`config.mk`:
```
export PLATFORM = sky130hd
export DESIGN_NAME = retractable_socket_controller_core
export DESIGN_NICKNAME = d
export VERILOG_FILES = /design/src/hw/rtl/rsc_pkg.sv /design/src/hw/rtl/rsc_useq.sv /design/src/hw/rtl/retractable_socket_controller_core.sv
export SDC_FILE = /design/constraint.sdc
export NUM_CORES = 1
export LEC_CHECK = 0
export ABC_CLOCK_PERIOD_IN_PS = 10530
export BUFFER_PORTS_ARGS = -buffer_cell sky130_fd_sc_hd__buf_2
export CORE_MARGIN = 4
export CORE_UTILIZATION = 50
export DETAILED_ROUTE_END_ITERATION = 16
export GPL_TIMING_DRIVEN = 1
export PLACE_DENSITY = 0.66
export SYNTH_ARGS = -nofsm -noshare
export SYNTH_HDL_FRONTEND = slang
export SYNTH_SLANG_ARGS = --single-unit
```
`constraint.sdc`:
```
create_clock -name clk -period 10.53 [get_ports clk]
set_input_delay 0.5265 -clock clk [delete_from_list [all_inputs] [get_ports clk]]
set_output_delay 0.5265 -clock clk [all_outputs]
set_load 0.01 [all_outputs]
```
`src/hw/rtl/rsc_pkg.sv`:
```
// Shared types, control word format and constants for the retractable socket controller.
package rsc_pkg;

	typedef struct packed {
		logic        opcode;
		logic        button_pressed;
		logic        at_extended;
		logic        at_retracted;
		logic        plug_sense_a;
		logic        plug_sense_b;
		logic [11:0] pot_sample;
	} item_t;

	typedef struct packed {
		logic [1:0]  motor_command;
		logic [15:0] step_rate;
		logic [1:0]  phase;
		logic [15:0] check_time;
	} result_t;

	typedef struct packed {
		logic [1:0]  index;
		logic [15:0] data;
	} cfg_write_t;

	// Register indexes on the configuration channel
	localparam logic [1:0] REG_LOCKOUT_POLLS  = 2'd0;
	localparam logic [1:0] REG_POLL_STEP_MS   = 2'd1;
	localparam logic [1:0] REG_MAX_SPEED      = 2'd2;
	localparam logic [1:0] REG_STEPS_TO_CHECK = 2'd3;

	localparam logic [1:0] MODE_IDLE        = 2'd0;
	localparam logic [1:0] MODE_RETRACT     = 2'd1;
	localparam logic [1:0] MODE_EXT_CHECKED = 2'd2;
	localparam logic [1:0] MODE_EXTEND      = 2'd3;

	localparam logic [1:0] MOTOR_STOP    = 2'd0;
	localparam logic [1:0] MOTOR_RETRACT = 2'd1;
	localparam logic [1:0] MOTOR_EXTEND  = 2'd2;

	localparam logic [7:0]  RST_LOCKOUT_POLLS  = 8'd30;
	localparam logic [9:0]  RST_POLL_STEP_MS   = 10'd200;
	localparam logic [15:0] RST_MAX_SPEED      = 16'd3398;
	localparam logic [15:0] RST_STEPS_TO_CHECK = 16'd9378;
	localparam logic [7:0]  RST_LOCKOUT_COUNT  = 8'd30;
	localparam logic [15:0] RST_MOTOR_SPEED    = 16'd2038;
	localparam logic [15:0] RST_PLUG_CHECK_MS  = 16'd4600;

	localparam logic [9:0]  CHECK_MS_SCALE = 10'd1000;
	localparam logic [15:0] CHECK_MS_NONE  = 16'hFFFF;
	localparam logic [3:0]  DIV_LAST_BIT   = 4'd15;

	// Datapath operations
	localparam logic [3:0] OP_NOP     = 4'd0;
	localparam logic [3:0] OP_POLL    = 4'd1;
	localparam logic [3:0] OP_MUL     = 4'd2;
	localparam logic [3:0] OP_DSTEP   = 4'd4;
	localparam logic [3:0] OP_SET_SPD = 4'd5;
	localparam logic [3:0] OP_LOAD_B  = 4'd6;
	localparam logic [3:0] OP_SET_CHK = 4'd7;
	localparam logic [3:0] OP_EMIT    = 4'd8;

	// Sequencer branch conditions
	localparam logic [2:0] COND_NEXT   = 3'd0;
	localparam logic [2:0] COND_JUMP   = 3'd1;
	localparam logic [2:0] COND_IN     = 3'd2;
	localparam logic [2:0] COND_SAMPLE = 3'd3;
	localparam logic [2:0] COND_CNT    = 3'd4;
	localparam logic [2:0] COND_OUT    = 3'd5;

	typedef struct packed {
		logic [3:0] op;
		logic [2:0] cond;
		logic [3:0] target;
	} ctrl_t;

	typedef struct packed {
		logic item_valid;
		logic is_sample;
		logic cnt_nz;
		logic out_free;
	} status_t;

endpackage

```
`src/hw/rtl/rsc_useq.sv`:
```
// Microcode sequencer: control store, step counter and branch logic.
module rsc_useq (
	input  logic            clk,
	input  logic            arst_n,
	input  rsc_pkg::status_t status,
	output rsc_pkg::ctrl_t   ctrl
);
	import rsc_pkg::*;

	localparam logic [3:0] S_WAIT   = 4'd0;
	localparam logic [3:0] S_DISP   = 4'd1;
	localparam logic [3:0] S_POLL   = 4'd2;
	localparam logic [3:0] S_MUL    = 4'd3;
	localparam logic [3:0] S_SETSPD = 4'd4;
	localparam logic [3:0] S_LOADB  = 4'd5;
	localparam logic [3:0] S_DIVB   = 4'd6;
	localparam logic [3:0] S_SETCHK = 4'd7;
	localparam logic [3:0] S_EMIT   = 4'd8;

	function automatic ctrl_t rom(input logic [3:0] addr);
		ctrl_t w;
		begin
			unique case (addr)
				S_WAIT:   w = '{op: OP_NOP,     cond: COND_IN,     target: S_DISP};
				S_DISP:   w = '{op: OP_NOP,     cond: COND_SAMPLE, target: S_MUL};
				S_POLL:   w = '{op: OP_POLL,    cond: COND_JUMP,   target: S_EMIT};
				S_MUL:    w = '{op: OP_MUL,     cond: COND_NEXT,   target: S_WAIT};
				S_SETSPD: w = '{op: OP_SET_SPD, cond: COND_NEXT,   target: S_WAIT};
				S_LOADB:  w = '{op: OP_LOAD_B,  cond: COND_NEXT,   target: S_WAIT};
				S_DIVB:   w = '{op: OP_DSTEP,   cond: COND_CNT,    target: S_DIVB};
				S_SETCHK: w = '{op: OP_SET_CHK, cond: COND_NEXT,   target: S_WAIT};
				S_EMIT:   w = '{op: OP_EMIT,    cond: COND_OUT,    target: S_WAIT};
				default:  w = '{op: OP_NOP,     cond: COND_JUMP,   target: S_WAIT};
			endcase
			rom = w;
		end
	endfunction

	logic [3:0] upc_q;
	logic [3:0] upc_next;

	assign ctrl = rom(upc_q);

	always_comb begin
		unique case (ctrl.cond)
			COND_NEXT:   upc_next = upc_q + 4'd1;
			COND_JUMP:   upc_next = ctrl.target;
			COND_IN:     upc_next = status.item_valid ? ctrl.target : upc_q;
			COND_SAMPLE: upc_next = status.is_sample ? ctrl.target : upc_q + 4'd1;
			COND_CNT:    upc_next = status.cnt_nz ? ctrl.target : upc_q + 4'd1;
			COND_OUT:    upc_next = status.out_free ? ctrl.target : upc_q;
			default:     upc_next = S_WAIT;
		endcase
	end

	always_ff @(posedge clk or negedge arst_n) begin
		if (!arst_n) begin
			upc_q <= S_WAIT;
		end else begin
			upc_q <= upc_next;
		end
	end

endmodule

```
`src/hw/rtl/retractable_socket_controller_core.sv`:
```
// Top level of the retractable socket controller: registers, datapath and channels.
//
// Input channel (item_valid/item_ready/item) takes one sensor poll or one speed
// potentiometer sample per transaction; every transaction yields exactly one
// result on the output channel (result_valid/result_ready/result) carrying the
// motor command, step rate, phase and plug check time after that item.
// The configuration channel (cfg_valid/cfg_ready/cfg) is always ready and
// writes one of four registers by index; write it only while the block is idle.
// A poll passes through the dispatch, poll and emit steps. A speed sample's
// result takes one multiply, a reciprocal multiply that divides by the
// full-scale ADC value, a 16-step restoring division of steps to check by
// speed, and a multiply by 1000. The next item is taken only after the
// previous result has been emitted into the output register.
// The microcode sequencer steps through these operations in order.
// The result sits in an output register, so a new item is accepted while the
// previous result waits; a stalled receiver holds the sequencer at its emit
// step once a second result is ready. Reset restores register and state
// defaults and empties the output register.
module retractable_socket_controller_core #(
	parameter int ADC_BITS = 12
) (
	input  logic                clk,
	input  logic                arst_n,
	input  logic                item_valid,
	output logic                item_ready,
	input  rsc_pkg::item_t      item,
	output logic                result_valid,
	input  logic                result_ready,
	output rsc_pkg::result_t    result,
	input  logic                cfg_valid,
	output logic                cfg_ready,
	input  rsc_pkg::cfg_write_t cfg
);
	import rsc_pkg::*;

	localparam int SampleBits = (ADC_BITS < 12) ? ADC_BITS : 12;
	localparam int ProdBits = ADC_BITS + 16;
	localparam logic [15:0] FullScale = 16'((1 << ADC_BITS) - 1);
	localparam int QuotShift = ProdBits + ADC_BITS;
	localparam int RecipBits = ProdBits + 1;
	localparam int QuotBits = ProdBits + RecipBits;
	// Reciprocal of the full-scale value rounded up; exact for every product
	localparam longint unsigned RecipFull =
		((64'd1 << QuotShift) + 64'(FullScale) - 64'd1) / 64'(FullScale);
	localparam logic [RecipBits-1:0] Recip = RecipBits'(RecipFull);

	ctrl_t   ctrl;
	status_t status;

	logic [7:0]  lockout_polls_q;
	logic [9:0]  poll_step_q;
	logic [15:0] max_speed_q;
	logic [15:0] steps_q;

	logic [1:0]  mode_q;
	logic [7:0]  lockout_q;
	logic [15:0] elapsed_q;
	logic [15:0] speed_q;
	logic [15:0] check_q;

	item_t                item_q;
	logic [ProdBits-1:0]  prod_q;
	logic [15:0]          rem_q;
	logic [15:0]          dvd_q;
	logic [15:0]          dvs_q;
	logic [3:0]           cnt_q;
	logic                 out_valid_q;
	result_t              out_q;

	logic                out_free;
	logic                emit;
	logic [16:0]         rem_shift;
	logic                rem_ge;
	logic [16:0]         rem_diff;
	logic [16:0]         elapsed_sum;
	logic [15:0]         elapsed_next;
	logic [25:0]         check_prod;
	logic [QuotBits-1:0] quot_wide;
	logic                plug;

	assign out_free     = !out_valid_q || result_ready;
	assign emit         = (ctrl.op == OP_EMIT) && out_free;
	assign item_ready   = (ctrl.cond == COND_IN);
	assign cfg_ready    = 1'b1;
	assign result_valid = out_valid_q;
	assign result       = out_q;

	assign status = '{item_valid: item_valid, is_sample: item_q.opcode,
		cnt_nz: (cnt_q != 4'd0), out_free: out_free};

	rsc_useq u_useq (
		.clk    (clk),
		.arst_n (arst_n),
		.status (status),
		.ctrl   (ctrl)
	);

	// One restoring division step: shift in the next dividend bit, try subtract
	assign rem_shift = {rem_q, dvd_q[15]};
	assign rem_ge    = rem_shift >= {1'b0, dvs_q};
	assign rem_diff  = rem_shift - {1'b0, dvs_q};

	assign quot_wide    = QuotBits'(prod_q) * QuotBits'(Recip);
	assign elapsed_sum  = {1'b0, elapsed_q} + 17'(poll_step_q);
	assign elapsed_next = elapsed_sum[16] ? 16'hFFFF : elapsed_sum[15:0];
	assign check_prod   = 26'(dvd_q) * 26'(CHECK_MS_SCALE);
	assign plug         = item_q.plug_sense_a | item_q.plug_sense_b;

	always_ff @(posedge clk or negedge arst_n) begin
		if (!arst_n) begin
			lockout_polls_q <= RST_LOCKOUT_POLLS;
			poll_step_q     <= RST_POLL_STEP_MS;
			max_speed_q     <= RST_MAX_SPEED;
			steps_q         <= RST_STEPS_TO_CHECK;
		end else if (cfg_valid) begin
			unique case (cfg.index)
				REG_LOCKOUT_POLLS:  lockout_polls_q <= cfg.data[7:0];
				REG_POLL_STEP_MS:   poll_step_q     <= cfg.data[9:0];
				REG_MAX_SPEED:      max_speed_q     <= cfg.data;
				REG_STEPS_TO_CHECK: steps_q         <= cfg.data;
				default:            ;
			endcase
		end
	end

	always_ff @(posedge clk or negedge arst_n) begin
		if (!arst_n) begin
			mode_q      <= MODE_IDLE;
			lockout_q   <= RST_LOCKOUT_COUNT;
			elapsed_q   <= 16'd0;
			speed_q     <= RST_MOTOR_SPEED;
			check_q     <= RST_PLUG_CHECK_MS;
			cnt_q       <= 4'd0;
			out_valid_q <= 1'b0;
		end else begin
			if (emit) begin
				out_valid_q <= 1'b1;
			end else if (result_ready) begin
				out_valid_q <= 1'b0;
			end
			unique case (ctrl.op)
				OP_POLL: begin
					unique case (mode_q)
						MODE_IDLE: begin
							if (item_q.button_pressed) begin
								if (lockout_q >= lockout_polls_q) begin
									if (item_q.at_extended) begin
										elapsed_q <= 16'd0;
										mode_q    <= MODE_RETRACT;
									end else begin
										mode_q <= MODE_EXTEND;
									end
								end
								lockout_q <= 8'd1;
							end else if (lockout_q < lockout_polls_q) begin
								lockout_q <= lockout_q + 8'd1;
							end
						end
						MODE_RETRACT: begin
							if (item_q.at_retracted) begin
								mode_q    <= MODE_IDLE;
								lockout_q <= 8'd1;
							end else begin
								elapsed_q <= elapsed_next;
								if (elapsed_next >= check_q && plug) begin
									mode_q <= MODE_EXT_CHECKED;
								end
							end
						end
						default: begin
							if (item_q.at_extended) begin
								mode_q    <= MODE_IDLE;
								lockout_q <= 8'd1;
							end
						end
					endcase
				end
				OP_LOAD_B:  cnt_q   <= DIV_LAST_BIT;
				OP_DSTEP:   cnt_q   <= cnt_q - 4'd1;
				OP_SET_SPD: speed_q <= quot_wide[QuotShift +: 16];
				OP_SET_CHK: check_q <= (speed_q == 16'd0) ? CHECK_MS_NONE : check_prod[15:0];
				default: ;
			endcase
		end
	end

	// Payload registers
	always_ff @(posedge clk) begin
		if (item_valid && item_ready) begin
			item_q <= item;
		end
		unique case (ctrl.op)
			OP_MUL: begin
				prod_q <= ProdBits'(item_q.pot_sample[SampleBits-1:0]) *
					ProdBits'(max_speed_q);
			end
			OP_LOAD_B: begin
				rem_q <= 16'd0;
				dvd_q <= steps_q;
				dvs_q <= speed_q;
			end
			OP_DSTEP: begin
				rem_q <= rem_ge ? rem_diff[15:0] : rem_shift[15:0];
				dvd_q <= {dvd_q[14:0], rem_ge};
			end
			default: ;
		endcase
		if (emit) begin
			out_q.motor_command <= (mode_q == MODE_IDLE) ? MOTOR_STOP :
				((mode_q == MODE_RETRACT) ? MOTOR_RETRACT : MOTOR_EXTEND);
			out_q.step_rate  <= speed_q;
			out_q.phase      <= mode_q;
			out_q.check_time <= check_q;
		end
	end

endmodule
```
# Yosys cells after proc, flatten, opt, wreduce, memory -nomap -nowiden

Memory sizes are Yosys's and may differ from the RTL's.
Index checks and enable logic that the tools add are counted.

$add $sub $neg: 5
$mul: 3
$lt $le $gt $ge: 4
Equal/unequal tests: 25
Mux-type cells: 31
Bitwise operators: 1
Reductions and logical operators: 22

Operators with widths:

| cell                     | number |
|---|---|
| $mux W16                 | 7 |
| $pmux W16 S2             | 3 |
| $mul A28 B29 Y56 const B | 1 |
| $mux W8                  | 4 |
| $mul A12 B16 Y28         | 1 |
| $pmux W4 S6              | 1 |
| $add A16 B10 Y17         | 1 |
| $ge A17 B16 Y1           | 1 |
| $eq A4 B3 Y1 const B     | 4 |
| $ge A16 B16 Y1           | 1 |
| $logic_not A16 Y1        | 1 |
| $mul A16 B7 Y13 const B  | 1 |
| $mux W4                  | 4 |
| $pmux W8 S2              | 1 |
| $sub A16 B16 Y16         | 1 |
| $mux W2                  | 7 |
| $ne A2 B2 Y1 const B     | 7 |
| $reduce_and A2 Y1        | 5 |
| $add A8 B1 Y8 const B    | 1 |
| $ge A8 B8 Y1             | 1 |
| $lt A8 B8 Y1             | 1 |
| $pmux W4 S2              | 1 |
| $eq A3 B2 Y1 const B     | 2 |
| $eq A3 B3 Y1 const B     | 2 |
| 23 further kinds         | 32 |

Bits in registers: 247
Bits in read-only memories: 176
Input port bits: 41
Output and inout bits: 39
Word-level logic and storage cells: 119
Memories kept: 1

Memory list:

| name             | depth | bits a word | rd ports | clocked after Yosys merged registers in | wr ports | RTL line       | text |
|---|---|---|---|---|---|---|---|
| (name not given) | 16    | 11          | 1        | 0                                       | 0        | rsc_useq.sv:23 | `unique case (addr)` |

# Depth between registers and ports, before layout

Word-level depth: 7
Mapped depth: 22
Gate-level depth less buffers: 21

# By module

Synthesis repeated with hierarchy kept, for this count alone.

Cells, all modules: 2068
Area total of the unflattened synthesis: 21564.4 um^2

By module, submodules not included:

| module                             | instances | cells each | area an instance (um^2) |
|---|---|---|---|
| retractable_socket_controller_core | 1         | 2017       | 21145.3 |
| rsc_useq                           | 1         | 51         | 419.2 |

# Least setup slack after synthesis

No wires, ideal clock.

Kind: register to register
Start: register max_speed_q[6]
End: register prod_q[23], data pin
Setup time: 0.263 ns
Data arrival time: 5.461 ns
Slack: 4.806 ns
Cell stages (with the launch flop): 21
Path buffers: 1
Cells stage by stage: dfstp_2 clkbuf_1 nand2_1 fa_1 inv_1 fa_1 inv_1 fa_1 inv_1 fa_1 fa_1 ha_1 a21o_1 a21oi_1 nor3b_1 a21oi_1 o31ai_1 a211oi_1 o21ai_0 nor2b_1 xnor2_1

Longest elaborated chain between the ends: 1

Ends and longest elaborated chain:

| item                     | RTL line                                  | text |
|---|---|---|
| start: declaration       | retractable_socket_controller_core.sv:52  | `logic [15:0] max_speed_q;` |
| start signal: assignment | retractable_socket_controller_core.sv:119 | `REG_MAX_SPEED: max_speed_q <= cfg.data;` |
| $mul A12 B16 Y28         | retractable_socket_controller_core.sv:194 | `prod_q <= ProdBits'(item_q.pot_sample[SampleBits-1:0]) *` |
| end signal: assignment   | retractable_socket_controller_core.sv:194 |  |
| end: declaration         | retractable_socket_controller_core.sv:62  | `logic [ProdBits-1:0] prod_q;` |

No other way between the ends.
A chain may end at the register's enable or synchronous reset.

# Final worst setup path

Start: register item_q[5] (netlist name)
End: register prod_q[23], data pin

Longest elaborated chain between the ends: 1

Ends and longest elaborated chain:

| item                     | RTL line                                  | text |
|---|---|---|
| start: declaration       | retractable_socket_controller_core.sv:61  | `item_t item_q;` |
| start signal: assignment | retractable_socket_controller_core.sv:190 | `item_q <= item;` |
| $mul A12 B16 Y28         | retractable_socket_controller_core.sv:194 |  |

No other way between the ends.

==> results.py <==
metrics = {
    "sta": {
        "hold_violations": 0,
        "finalMaxSlewViolations": 0,
        "period_needed_ns": 6.274,
        "finalSetupViolCount": 0,
        "fin_tns_setup_ns": 0,
        "rsz0062_at_grt": "no",
        "hold_ws_ns": 0.09972,
        "timing.fmax_mhz": 159.4,
        "fin_skew_ns": 0.01567,
        "relSlewSlack": 0.1894,
        "worst_pin_slew_ns": 1.207,
        "fin_crit_sh": 0.5958,
    },
    "cells_and_area": {
        "drive_gt1_frac": 0.1081,
        "antennaDiodeCount": 0,
        "final_cell_area_mm2": 0.02355,
        "fin_nets": 2709,
        "utilization": 0.5564,
        "area.growth.synth_to_final_pct": 9.013,
    },
    "clock_tree": {
        "cts_hold_buf": 0,
        "clkTransAtPathRegs_ns": 0.06,
        "cts_tree": "done",
        "clk_latency_ns": 0.57,
        "cts_setup_buffers": 0,
        "cts_buffer_depth": 3,
        "cts_sinks": 243,
        "htree_levels": 1,
        "cts_root_buf": "clkbuf_16",
        "cts_resized": 0,
        "cts_buffers": 28,
    },
    "floorplanning": {
        "start_util": 0.5104,
        "dieArea_mm2": 0.04659,
        "fp.dieW_um": 215.9,
        "io_pins": 80,
        "core_area_mm2": 0.04232,
        "rows": 75,
        "die_h_um": 215.9,
    },
    "critical_path": {
        "cp_cell_sequence": "nand2_1, fa_1, inv_1, fa_1, inv_1, fa_1, inv_1, fa_1, fa_1, ha_1, a21o_1, a21oi_1, nor3b_1, a21oi_1, o31ai_1, a211oi_1, o21ai_0, nor2b_1, xnor2_1",
        "startpoint_type": "flop",
        "cp-end-kind": "flop",
        "critPathTopFamily": "adder cells",
        "r2r_start": "item_q[5]$_DFFE_PP_",
        "critPathMaxStageDelay_ns": 0.75,
        "crit_fanout": 16,
        "crit_buf_inv": 3,
        "crit_path_top_delay_cell": "edfxtp_1",
        "critPathRequiredTime_ns": 10.83,
        "cp_common_cell": "fa_1",
        "arrival_ns": 6.57,
        "r2r-end": "prod_q[23]$_DFFE_PN_",
        "reg2reg_depth": 19,
        "rrSetupSlack_ns": 4.26,
        "timing_worst_setup_path_type": "reg -> reg",
    },
    "flow_run": {
        "drv_cap": 0,
    },
    "grt": {
        "track_usage": 0.2134,
        "grt_pass1_wl_um": 81650,
        "grt_max_degree": 72,
        "overflow": 0,
        "antenna_found_initial": 0,
        "grt_pass1_vias": 15700,
    },
    "detailed_routing": {
        "wl_met2_um": 22720,
        "drc": 0,
        "ant_nets": 0,
        "detailroute.wirelength.met3_um": 2534,
        "wire_per_inst_um": 17.47,
        "drtPass1Iterations": 5,
        "routed.top_layer": "met4",
        "drt_iter0_markers": 868,
        "wl_um": 48540,
        "via_count": 15210,
        "vias_per_cell": 5.474,
        "wl_met1_um": 22090,
    },
    "synthesis": {
        "synth_top_flop_cell": "edfxtp_1",
        "ys_warn_count": 0,
        "syn-num-nets": 2649,
        "synth_cell_types": 67,
        "syn_area_per_cell_um2": 10.19,
        "synth_cells": 2119,
        "ys_seq_area_frac": 0.3134,
        "synth_edf_count": 128,
        "synth_seq_cells": 243,
        "async_reset_ff_frac": 0.4733,
        "syn_area_mm2": 0.02160,
    },
    "placed_design": {
        "globalplace.congestion": 0.8959,
        "placed_area_mm2": 0.02258,
        "port_buffers": 78,
        "dp_hpwl_um": 38170,
    },
    "hold_path": {
        "hp-class": "in -> async",
    },
    "outcome": {
        "run_status": "completed",
    },
}
[metal layers]
layer,up-vias,global-route usage
met1,7511,0.3040
met5,-,0
met2,364,0.3468
met3,79,0.03179
met4,0,0.05132
li1,7253,-
[flip-flops by register name (all words and copies together) (netlist names), 10 cells and up]
| signal | flops |
|---|---|
| prod_q | 28 |
| check_q | 14 |
| elapsed_q | 16 |
| poll_step_q | 10 |
| max_speed_q | 16 |
| dvd_q | 16 |
| result | 34 |
| item_q | 18 |
| dvs_q | 16 |
| speed_q | 16 |
| rem_q | 16 |
| steps_q | 16 |
[cells in the mapped netlist (11+ instances only)]
| master | instances | share of area |
|---|---|---|
| a211oi_1 | 15 | 0.0052 |
| dfrtp_1 | 77 | 0.089 |
| mux2_2 | 46 | 0.024 |
| o21bai_1 | 12 | 0.0042 |
| and3_1 | 11 | 0.0032 |
| nand4_1 | 17 | 0.0049 |
| a21oi_1 | 88 | 0.020 |
| a31oi_1 | 12 | 0.0035 |
| o21ai_0 | 91 | 0.021 |
| clkbuf_1 | 54 | 0.0094 |
| a21o_1 | 28 | 0.0097 |
| dfstp_2 | 38 | 0.046 |
| nor3_1 | 26 | 0.0060 |
| nor4_1 | 16 | 0.0046 |
| nand3_1 | 36 | 0.0083 |
| and2_1 | 74 | 0.021 |
| inv_1 | 331 | 0.058 |
| fa_1 | 186 | 0.17 |
| nor2_1 | 67 | 0.012 |
| o22a_1 | 14 | 0.0057 |
| xnor2_1 | 44 | 0.018 |
| edfxtp_1 | 128 | 0.18 |
| xor2_1 | 25 | 0.010 |
| ha_1 | 303 | 0.18 |
| nand2_1 | 252 | 0.044 |
[worst register-to-register path, cell delays in order (launching register included)]
cell	delay, ns
edfxtp_1	0.75
nand2_1	0.17
fa_1	0.57
inv_1	0.06
fa_1	0.49
inv_1	0.05
fa_1	0.47
inv_1	0.05
fa_1	0.50
fa_1	0.49
ha_1	0.37
a21o_1	0.18
a21oi_1	0.27
nor3b_1	0.28
a21oi_1	0.15
o31ai_1	0.46
a211oi_1	0.16
o21ai_0	0.25
nor2b_1	0.19
xnor2_1	0.09
[cells in the final DEF (no fill, tap or decap), types with 16 or more instances in the layout]
cell and count:
ha_1 303, mux2_2 46, a21oi_1 88, o21ai_0 91, a21o_1 28, nor2_1 66, clkbuf_16 29, and2_1 74
nor4_1 16, xor2_1 25, dfstp_2 38, nand3_1 36, nor3_1 25, inv_1 331, fa_1 186, edfxtp_1 128
buf_2 77, xnor2_1 44, dfrtp_1 77, nand4_1 17, nand2_1 252
[area by class of cell]
cell class / count / area (µm²)
Clock inverter: 19 / 212.7
Tap cell: 577 / 721.9
Clock buffer: 33 / 750.7
Fill cell: 3711 / 18770
Inverter: 333 / 1250
Multi-Input combinational cell: 1484 / 13370
Timing Repair Buffer: 89 / 475.5
Sequential cell: 243 / 6769
[per-stage QoR]
step	instances	worst slack [ns]
final	2778	4.256
after global routing	2778	3.808
after CTS	2778	4.272
after detailed placement	2726	4.303
after global placement	2726	4.392
after floorplan	2119	4.806
[logic make-up (layout without fill, tap and decap cells)]
family / Yosys count / in the layout / share of synthesized area
compound gates: 325 / 325 / 0.09569
xor+xnor: 69 / 69 / 0.02798
fa+ha+maj: 489 / 489 / 0.3479
buf+inv: 392 / 474 / 0.06864
flops: 243 / 243 / 0.3134
mux: 50 / 50 / 0.02583
other cells: 1 / 1 / 0.0001736
simple gates: 550 / 550 / 0.1204
[worst max path at each step]
stage	startpoint	to	slack [ns]	cells after the start
floorplan	max_speed_q[6]$_DFFE_PN1P_	prod_q[23]$_DFFE_PN_	4.81	20
CTS	item_q[5]$_DFFE_PP_	prod_q[23]$_DFFE_PN_	4.27	19
detailed placement	item_q[5]$_DFFE_PP_	prod_q[23]$_DFFE_PN_	4.30	19
finish	item_q[5]$_DFFE_PP_	prod_q[23]$_DFFE_PN_	4.26	19
global route	item_q[5]$_DFFE_PP_	prod_q[23]$_DFFE_PN_	3.81	19
global placement	item_q[5]$_DFFE_PP_	prod_q[23]$_DFFE_PN_	4.39	19
Power is not shown: default switching activity piles up to over one toggle a cycle in this logic, so the estimate is an artifact.
